## src/rtl/bud_pkg.sv

```systemverilog
// ----------------------------------------------------------------------------
// bud_pkg
// Types and constants for the byte unstuffing deframer.
// ----------------------------------------------------------------------------
`default_nettype none

package bud_pkg;

	localparam logic [7:0]  FLAG_BYTE = 8'h7E;
	localparam logic [7:0]  ESC_BYTE  = 8'h7D;
	localparam logic [7:0]  ESC_XOR   = 8'h20;
	localparam logic [10:0] MIN_FRAME = 11'd3;
	localparam logic [10:0] OVERHEAD  = 11'd5;
	localparam logic [10:0] MAX_FRAME = 11'd1024;
	localparam logic [10:0] CAP_RESET = 11'd700;

	typedef enum logic [1:0] {
		MODE_WAIT   = 2'd0,
		MODE_ACCEPT = 2'd1,
		MODE_ESCAPE = 2'd2
	} mode_t;

	typedef enum logic [2:0] {
		KIND_DATA     = 3'd0,
		KIND_GOOD     = 3'd1,
		KIND_BAD      = 3'd2,
		KIND_SHORT    = 3'd3,
		KIND_OVERFLOW = 3'd4
	} kind_t;

endpackage

`default_nettype wire

```

## src/rtl/byte_unstuffing_deframer.sv

```systemverilog
// ----------------------------------------------------------------------------
// byte_unstuffing_deframer
// Flag-delimited deframer with escape removal and length field check.
// ----------------------------------------------------------------------------
//  channel   | direction | payload
//  s_axis    | in        | tdata[7:0] rx_byte
//  m_axis    | out       | tuser[2:0] kind; tdata data, position, frame_length
//  cfg       | in        | cfg_wdata[10:0] frame_capacity, written on cfg_we
//
//  one byte per cycle: input register, single pass of decode, result register
//  arst_n clears the mode, count and length bytes and sets capacity (700)
//  a stall on m_axis holds the result and the input register behind it
// ----------------------------------------------------------------------------
`default_nettype none

module byte_unstuffing_deframer (
	input  wire logic        clk,
	input  wire logic        arst_n,
	input  wire logic        cfg_we,
	input  wire logic [10:0] cfg_wdata,
	input  wire logic        s_axis_tvalid,
	output logic             s_axis_tready,
	input  wire logic [7:0]  s_axis_tdata,   // rx_byte
	output logic             m_axis_tvalid,
	input  wire logic        m_axis_tready,
	output logic [31:0]      m_axis_tdata,   // data, position, frame_length, zero pad
	output logic [2:0]       m_axis_tuser    // kind
);

	logic [10:0]     cap_q;
	logic            valid_s1;
	logic [7:0]      byte_s1;
	bud_pkg::mode_t  mode_q, mode_d;
	logic [10:0]     count_q, count_d;
	logic [7:0]      len_lo_q, len_lo_d, len_hi_q, len_hi_d;
	logic            out_valid_q;
	bud_pkg::kind_t  out_kind_q;
	logic [7:0]      out_data_q;
	logic [9:0]      out_pos_q;
	logic [10:0]     out_flen_q;
	logic            advance;
	logic            emit;
	bud_pkg::kind_t  kind_d;
	logic [7:0]      data_d;
	logic [9:0]      pos_d;
	logic [10:0]     flen_d;
	logic [7:0]      store_b;
	logic [10:0]     count_inc;
	logic [15:0]     len_field;
	logic [15:0]     len_expect;

	assign advance       = valid_s1 && (!out_valid_q || m_axis_tready);
	assign s_axis_tready = !valid_s1 || advance;

	// capacity clamped once at write time
	always_ff @(posedge clk or negedge arst_n) begin
		if (!arst_n) begin
			cap_q <= bud_pkg::CAP_RESET;
		end else if (cfg_we) begin
			if (cfg_wdata < bud_pkg::OVERHEAD) begin
				cap_q <= bud_pkg::OVERHEAD;
			end else if (cfg_wdata > bud_pkg::MAX_FRAME) begin
				cap_q <= bud_pkg::MAX_FRAME;
			end else begin
				cap_q <= cfg_wdata;
			end
		end
	end

	always_ff @(posedge clk or negedge arst_n) begin
		if (!arst_n) begin
			valid_s1 <= 1'b0;
		end else if (s_axis_tready) begin
			valid_s1 <= s_axis_tvalid;
		end
	end

	always_ff @(posedge clk) begin
		if (s_axis_tready && s_axis_tvalid) begin
			byte_s1 <= s_axis_tdata;
		end
	end

	assign store_b    = (mode_q == bud_pkg::MODE_ESCAPE) ? (byte_s1 ^ bud_pkg::ESC_XOR) : byte_s1;
	assign count_inc  = count_q + 11'd1;
	assign len_field  = {len_hi_q, len_lo_q};
	assign len_expect = {5'd0, count_q} - {5'd0, bud_pkg::OVERHEAD};

	always_comb begin
		mode_d   = mode_q;
		count_d  = count_q;
		len_lo_d = len_lo_q;
		len_hi_d = len_hi_q;
		emit     = 1'b0;
		kind_d   = bud_pkg::KIND_DATA;
		data_d   = 8'd0;
		pos_d    = 10'd0;
		flen_d   = 11'd0;
		if ((mode_q == bud_pkg::MODE_ACCEPT) && (byte_s1 == bud_pkg::FLAG_BYTE)) begin
			emit    = 1'b1;
			flen_d  = count_q;
			count_d = 11'd0;
			if (count_q < bud_pkg::MIN_FRAME) begin
				kind_d = bud_pkg::KIND_SHORT;
			end else if ((count_q >= bud_pkg::OVERHEAD) && (len_field == len_expect)) begin
				kind_d = bud_pkg::KIND_GOOD;
			end else begin
				kind_d = bud_pkg::KIND_BAD;
			end
		end else if ((mode_q == bud_pkg::MODE_ACCEPT) && (byte_s1 == bud_pkg::ESC_BYTE)) begin
			mode_d = bud_pkg::MODE_ESCAPE;
		end else if ((mode_q == bud_pkg::MODE_ACCEPT) || (mode_q == bud_pkg::MODE_ESCAPE)) begin
			emit   = 1'b1;
			data_d = store_b;
			pos_d  = count_q[9:0];
			if (count_q == 11'd1) begin
				len_lo_d = store_b;
			end
			if (count_q == 11'd2) begin
				len_hi_d = store_b;
			end
			if (count_inc >= cap_q) begin
				kind_d  = bud_pkg::KIND_OVERFLOW;
				flen_d  = count_inc;
				count_d = 11'd0;
				mode_d  = bud_pkg::MODE_WAIT;
			end else begin
				count_d = count_inc;
				mode_d  = bud_pkg::MODE_ACCEPT;
			end
		end else begin
			count_d = 11'd0;
			mode_d  = (byte_s1 == bud_pkg::FLAG_BYTE) ? bud_pkg::MODE_ACCEPT : bud_pkg::MODE_WAIT;
		end
	end

	always_ff @(posedge clk or negedge arst_n) begin
		if (!arst_n) begin
			mode_q   <= bud_pkg::MODE_WAIT;
			count_q  <= 11'd0;
			len_lo_q <= 8'd0;
			len_hi_q <= 8'd0;
		end else if (advance) begin
			mode_q   <= mode_d;
			count_q  <= count_d;
			len_lo_q <= len_lo_d;
			len_hi_q <= len_hi_d;
		end
	end

	always_ff @(posedge clk or negedge arst_n) begin
		if (!arst_n) begin
			out_valid_q <= 1'b0;
		end else if (advance) begin
			out_valid_q <= emit;
		end else if (m_axis_tready) begin
			out_valid_q <= 1'b0;
		end
	end

	always_ff @(posedge clk) begin
		if (advance && emit) begin
			out_kind_q <= kind_d;
			out_data_q <= data_d;
			out_pos_q  <= pos_d;
			out_flen_q <= flen_d;
		end
	end

	assign m_axis_tvalid = out_valid_q;
	assign m_axis_tuser  = out_kind_q;
	assign m_axis_tdata  = {3'd0, out_flen_q, out_pos_q, out_data_q};

	a_good_len : assert property (@(posedge clk) disable iff (!arst_n)
		(out_valid_q && (out_kind_q == bud_pkg::KIND_GOOD)) |-> (out_flen_q >= bud_pkg::OVERHEAD))
		else $error("good frame shorter than header");

	a_end_no_data : assert property (@(posedge clk) disable iff (!arst_n)
		(out_valid_q && (out_kind_q != bud_pkg::KIND_DATA) && (out_kind_q != bud_pkg::KIND_OVERFLOW))
		|-> ((out_data_q == 8'd0) && (out_pos_q == 10'd0)))
		else $error("frame end result carries data");

	a_ovf_cap : assert property (@(posedge clk) disable iff (!arst_n)
		(advance && emit && (kind_d == bud_pkg::KIND_OVERFLOW)) |=> (count_q == 11'd0)
		&& (mode_q == bud_pkg::MODE_WAIT))
		else $error("overflow did not return to waiting");

endmodule

`default_nettype wire

```

## config.mk

```make
export PLATFORM = sky130hd
export DESIGN_NAME = byte_unstuffing_deframer
export DESIGN_NICKNAME = d
export VERILOG_FILES = /design/src/rtl/bud_pkg.sv /design/src/rtl/byte_unstuffing_deframer.sv
export SDC_FILE = /design/constraint.sdc
export NUM_CORES = 1
export LEC_CHECK = 0
export ABC_AREA = 1
export BUFFER_PORTS_ARGS = -buffer_cell sky130_fd_sc_hd__buf_2
export CORE_UTILIZATION = 48
export DETAILED_ROUTE_END_ITERATION = 12
export PLACE_DENSITY_LB_ADDON = 0.25
export SYNTH_ARGS = -nofsm -noshare
export SYNTH_HDL_FRONTEND = slang
export SYNTH_SLANG_ARGS = --single-unit
```

## constraint.sdc

```tcl
create_clock -name clk -period 6.3 [get_ports clk]
set_input_delay 0.315 -clock clk [delete_from_list [all_inputs] [get_ports clk]]
set_output_delay 0.315 -clock clk [all_outputs]
set_load 0.01 [all_outputs]
```

-- After elaboration in Yosys (flattened, before gate mapping)
Index checks and enable logic that the tools add are counted.
- register bits: 82
- input bits: 24
- output and inout bits: 37
- word-level logic and storage cells: 74
- add/sub/neg operators: 2
- $lt $le $gt $ge: 5
- equal/unequal tests: 8
- muxes and demuxes: 26
- bitwise logic cells: 4
- reduce and logical (&&, ||, !) cells: 17
- operators by type and width (operator ; count):
    11-bit 2-to-1 mux ; 10
    16-bit equality test ; 1
    8-bit by 7-bit equality test with 1-bit output, second input constant ; 2
    3-bit 2-to-1 mux ; 4
    11-bit by 3-bit subtractor with 12-bit output, second input constant ; 1
    11-bit by 1-bit adder with 11-bit output, second input constant ; 1
    11-bit by 1-bit equality test with 1-bit output, second input constant ; 1
    11-bit by 2-bit equality test with 1-bit output, second input constant ; 1
    11-bit >= comparator ; 1
    11-bit by 3-bit >= comparator with 1-bit output, second input constant ; 1
    11-bit > comparator, second input constant ; 1
    11-bit by 2-bit less-than comparator with 1-bit output, second input constant ; 1
    11-bit by 3-bit less-than comparator with 1-bit output, second input constant ; 1
    5-bit AND reduction ; 2
    2-bit 2-to-1 mux ; 4
    1-bit 2-to-1 mux ; 7
    1-bit logical AND ; 6
    6-bit 2-to-1 mux ; 1
    1-bit inverter ; 4
    2-bit AND reduction ; 2
    1-bit logical OR ; 3
    3-bit OR reduction ; 1
    2-bit by 1-bit equality test with 1-bit output, second input constant ; 1
    2-bit equality test, second input constant ; 1
    3 further kinds ; 4

-- Longest topological paths before layout
- depth in word-level cells: 6
- gate-level depth with buffers: 16
- gate-level depth less buffers: 15

-- Worst setup path after synthesis
OpenSTA, ideal clock, no wires.
- path kind: flip-flop to flip-flop
- start: register out_valid_q (netlist: m_axis_tvalid)
- end: register out_kind_q[0] (netlist: m_axis_tuser[0]) (enable)
- data arrival time: 2475 ps
- required time: 5879 ps
- setup slack: 3404 ps
- stages on the path, launching flop included: 5
- buffers on the path: 1
- cells stage by stage: dfrtp_1 -> a21boi_0 -> nand2_1 -> clkbuf_1 -> nor2_1
- cells in the longest elaborated chain, start to end: 4
- ends and longest elaborated chain (item ; line ; source):
    start: declaration ; byte_unstuffing_deframer.sv:36 ; logic out_valid_q;
    start signal: assignment ; byte_unstuffing_deframer.sv:155 ; out_valid_q <= emit;
    1-bit logical NOT ; byte_unstuffing_deframer.sv:52 ; assign advance = valid_s1 && (!out_valid_q || m_axis_tready);
    1-bit logical OR ; byte_unstuffing_deframer.sv:52 ;
    1-bit logical AND ; byte_unstuffing_deframer.sv:52 ;
    1-bit logical AND ; byte_unstuffing_deframer.sv:162 ; if (advance && emit) begin
    end signal: assignment ; byte_unstuffing_deframer.sv:163 ; out_kind_q <= kind_d;
    end: declaration ; byte_unstuffing_deframer.sv:37 ; bud_pkg::kind_t out_kind_q;
No other way between the ends.
A chain may end at the register's enable or synchronous reset.

-- Final worst setup path
- start: register count_q[0]
- end: register out_flen_q[5] (data pin)
- cells in the longest elaborated chain, start to end: 6
- ends and longest elaborated chain (item ; line ; source):
    start: declaration ; byte_unstuffing_deframer.sv:34 ; logic [10:0] count_q, count_d;
    start signal: assignment ; byte_unstuffing_deframer.sv:145 ; count_q <= count_d;
    11-bit by 1-bit adder with 11-bit output (*) ; byte_unstuffing_deframer.sv:85 ; assign count_inc = count_q + 11'd1;
    11-bit >= comparator ; byte_unstuffing_deframer.sv:122 ; if (count_inc >= cap_q) begin
    11-bit 2-to-1 mux (*) ; byte_unstuffing_deframer.sv:122 ;
    11-bit 2-to-1 mux (*) ; byte_unstuffing_deframer.sv:112 ; end else if ((mode_q == bud_pkg::MODE_ACCEPT) || (mode_q == bud_pkg::MODE_ESCAPE)) begin
    11-bit 2-to-1 mux (*) ; byte_unstuffing_deframer.sv:110 ; end else if ((mode_q == bud_pkg::MODE_ACCEPT) && (byte_s1 == bud_pkg::ESC_BYTE)) begin
    11-bit 2-to-1 mux (*) ; byte_unstuffing_deframer.sv:99 ; if ((mode_q == bud_pkg::MODE_ACCEPT) && (byte_s1 == bud_pkg::FLAG_BYTE)) begin
    named net flen_d[5] ; byte_unstuffing_deframer.sv:46 ; logic [10:0] flen_d;
    end signal: assignment ; byte_unstuffing_deframer.sv:166 ; out_flen_q <= flen_d;
    end: declaration ; byte_unstuffing_deframer.sv:40 ; logic [10:0] out_flen_q;
Mark *: on every way through the listed nets, which the timed path passes. The rest lies on a longest branch.

==> results.toml <==
[setup_path]
crit_buf_inv = 2
required_ps = 6390
cp.arrival_ps = 3330
reg2reg_to = "out_flen_q[5]$_DFFE_PP_"
r2r.worst_path.cells = 14
cp_top_family = "simple AND/OR/NAND/NOR gates"
cp_slowest_cell = "dfrtp_1"
slowest_delay_ps = 530
critPathKind = "reg -> reg"
worstPathCellList = "ha_1 > nand2_1 > inv_1 > nand3_2 > nor2_1 > o221ai_1 > inv_1 > ha_1 > a21oi_1 > nor2_1 > a211oi_1 > nand4_1 > nand2_1 > o22ai_1"
critPathLaunchType = "flip-flop"
worstReg2RegStart = "count_q[0]$_DFFE_PN0P_"
cp_max_fo = 12
crit_path_end_kind = "flip-flop"
regToRegSetupSlack_ps = 3060

[synthesis]
synthMuxAreaShare_pct = 0
synthDistinctLibCells = 39
yosys.area_share.simple_pct = 24.5
syn_inst = 511
yosysTopAreaCell = "edfxtp_1"
ys_warn_count = 0
synthTopCellsByArea = "edfxtp_1 27%, dfrtp_1 21%, nand2_1 13%"
synth.avg_cell_area_um2 = 8.58
syn_area_um2 = 4380
ys_seq_area_share_pct = 51.6
synth-seq-cells = 82
synthAdderAreaFrac_pct = 4.85
synth_top_family_by_area = "simple AND/OR/NAND/NOR gates"
yosysTopAreaCellShare_pct = 27.4
synth-compound-area-share_pct = 8.36
synth_xor_xnor_area_share_pct = 2.00

[timing]
skew_ps = 12.8
hold_ws_ps = 94.6
setup_violations = 0
fin_ws_ps = 3060
fmax_ghz = 0.309
final.setup.tns_ps = 0
drv_slew = 0
period_needed_ps = 3240
hold_viol_final = 0
worst_pin_slew_ps = 960
slew-limit-headroom_pct = 36.0
rsz0062_at_grt = "false"
period_share_pct = 51.4

[clock_tree]
cts_setup_buffers = 0
hold_buffers = 0
cts_made_buffers = 9
htreeDepth = 3
insertion_delay_ps = 370
clk_path_buf_depth = 2
clk_pin_slew_ps = 80
cts_resized = 0
cts_root_buffer = "clkbuf_8"
cts_tree = "built"
cts.sinks = 82

[floorplanning]
start_util_pct = 50.0
die_area_um2 = 9520
die_x_um = 97.6
coreArea_um2 = 8760
rows = 34
ios = 61
die_h_um = 97.6

[finish]
layout.nets = 605
antennaDiodeCount = 0
layout.core_utilization_pct = 56.5
area_growth_pct = 13.0
drive_gt1_share_pct = 17.4
final_cell_area_um2 = 4950
instances_no_fill = 677
fill_cells = 806

[global_route]
grt_antenna_before_repair = 0
grt_pass1_wl_um = 16700
grtUsageTotal_pct = 22.5
grt-ovfl-total = 0
grt_pass1_vias = 3481
grt_max_degree = 43

[power_and_ir_drop]
p_seq_share_pct = 42.9
power_density_nw_per_um2 = 377
pwr-share-clk_pct = 25.2
combPwrFrac_pct = 32.0
ir_drop_uv = 183
power_mw = 1.87
leakage_nw = 2.42
switching_share_pct = 36.0
p_sw_mw = 0.672
p_int_mw = 1.20

[place]
place_area_um2 = 4700
place_hpwl_um = 7410
io_buffers = 57
dp_cells = 661
gp_congestion = 0.951
pre_cts_slack_ps = 3120

[drt]
drt-vias-per-instance = 5.25
ant_nets = 0
first_pass_iters = 5
drc = 0
drt-initial-drc-count = 190
drt-total-wl_um = 10100
vias = 3557
wire_per_inst_um = 14.9

[run_status]
outcome = "completed"

[min_path]
min_path_type = "in -> async"

[flow_run]
cap_violations = 0
-- power groups by stage --
stage	registers, mW	clock network (mW)	logic, mW
floorplan	0.824	0	0.406
CTS	0.801	0.478	0.599
global placement	0.806	0	0.587
detailed placement	0.811	0	0.596
finish	0.801	0.471	0.597
global route	0.817	0.498	0.676
-- sequential cells by signal, indices dropped and copies added (netlist names) --
name / count
mode_q: 2
valid_s1: 1
len_lo_q: 8
count_q: 11
len_hi_q: 8
out_flen_q: 11
cap_q: 11
out_pos_q: 10
m_axis_tuser: 3
byte_s1: 8
m_axis_tvalid: 1
out_data_q: 8
-- cells in the mapped netlist --
cell	n
nor3_4	1
a31oi_1	2
a21boi_0	1
nor3_2	2
clkbuf_1	5
buf_4	4
nand3b_1	1
buf_2	4
nor4_1	2
edfxtp_1	40
nand3_1	23
o21ai_1	1
nor2_2	2
clkbuf_2	1
o21ai_2	4
dfrtp_1	36
or2_2	1
xnor2_1	3
buf_6	4
nand2_2	1
inv_2	4
nand2_1	150
inv_1	65
nand3_4	1
a21oi_1	7
xor2_1	7
nor3_1	5
ha_1	17
o31ai_1	1
conb_1	1
a211oi_1	3
o22ai_1	16
nand3_2	2
o21ai_0	22
dfstp_2	6
o221ai_1	1
nand4_1	8
nor2_1	54
o211ai_1	3
-- per-layer routing --
layer | vias up | GRT usage, % | part of all wire, %
met5 | - | 0 | 0
met4 | 0 | 9.62 | 2.3
met3 | 22 | 3.74 | 6.2
met2 | 117 | 37.3 | 47
met1 | 1662 | 29.1 | 44
li1 | 1756 | - | -
-- logic make-up (layout without fill, tap and decap cells) --
| kind of cell | Yosys count | after routing |
|---|---|---|
| fa+ha+maj | 17 | 17 |
| buf+inv | 87 | 143 |
| xor+xnor | 10 | 10 |
| flops | 82 | 82 |
| other cells | 1 | 3 |
| simple gates | 253 | 253 |
| compound gates | 61 | 61 |
-- cells in the final DEF (no fill, tap or decap), types with 2 or more instances in the layout --
cell type,netlist,final
nand2_1,150,150
inv_1,65,65
buf_2,4,57
nor2_1,54,53
edfxtp_1,40,40
dfrtp_1,36,36
nand3_1,23,23
o21ai_0,22,22
ha_1,17,17
o22ai_1,16,16
clkbuf_8,0,10
nand4_1,8,8
xor2_1,7,7
a21oi_1,7,7
dfstp_2,6,6
nor3_1,5,5
inv_2,4,4
o21ai_2,4,4
o211ai_1,3,3
a211oi_1,3,3
nor2_2,2,3
xnor2_1,3,3
conb_1,1,3
bufinv_16,0,3
nand3_2,2,2
nor3_2,2,2
a31oi_1,2,2
nor4_1,2,2
clkinvlp_4,0,2
-- worst max path at each step --
stage,cells after the start,from,slack [ps],endpoint
floorplan,4,m_axis_tvalid$_DFFE_PN0P_,3400,m_axis_tuser[0]$_SDFFCE_PN0P_
global placement,12,count_q[0]$_DFFE_PN0P_,3380,out_flen_q[1]$_DFFE_PP_
detailed placement,12,count_q[0]$_DFFE_PN0P_,3120,out_flen_q[5]$_DFFE_PP_
CTS,12,count_q[0]$_DFFE_PN0P_,3120,out_flen_q[5]$_DFFE_PP_
global route,13,count_q[0]$_DFFE_PN0P_,2740,out_flen_q[5]$_DFFE_PP_
finish,14,count_q[0]$_DFFE_PN0P_,3060,out_flen_q[5]$_DFFE_PP_
-- layout make-up --
type	instances	area [µm²]	area share, %
sequential	82	2260	45.6
multi-input combinational	344	1760	35.4
clock buffer	10	138	2.78
tap	108	135	2.73
clock inverter	6	114	2.30
inverter	69	259	5.23
timing repair buffer	58	293	5.91
(Power assumes the default switching activity.)
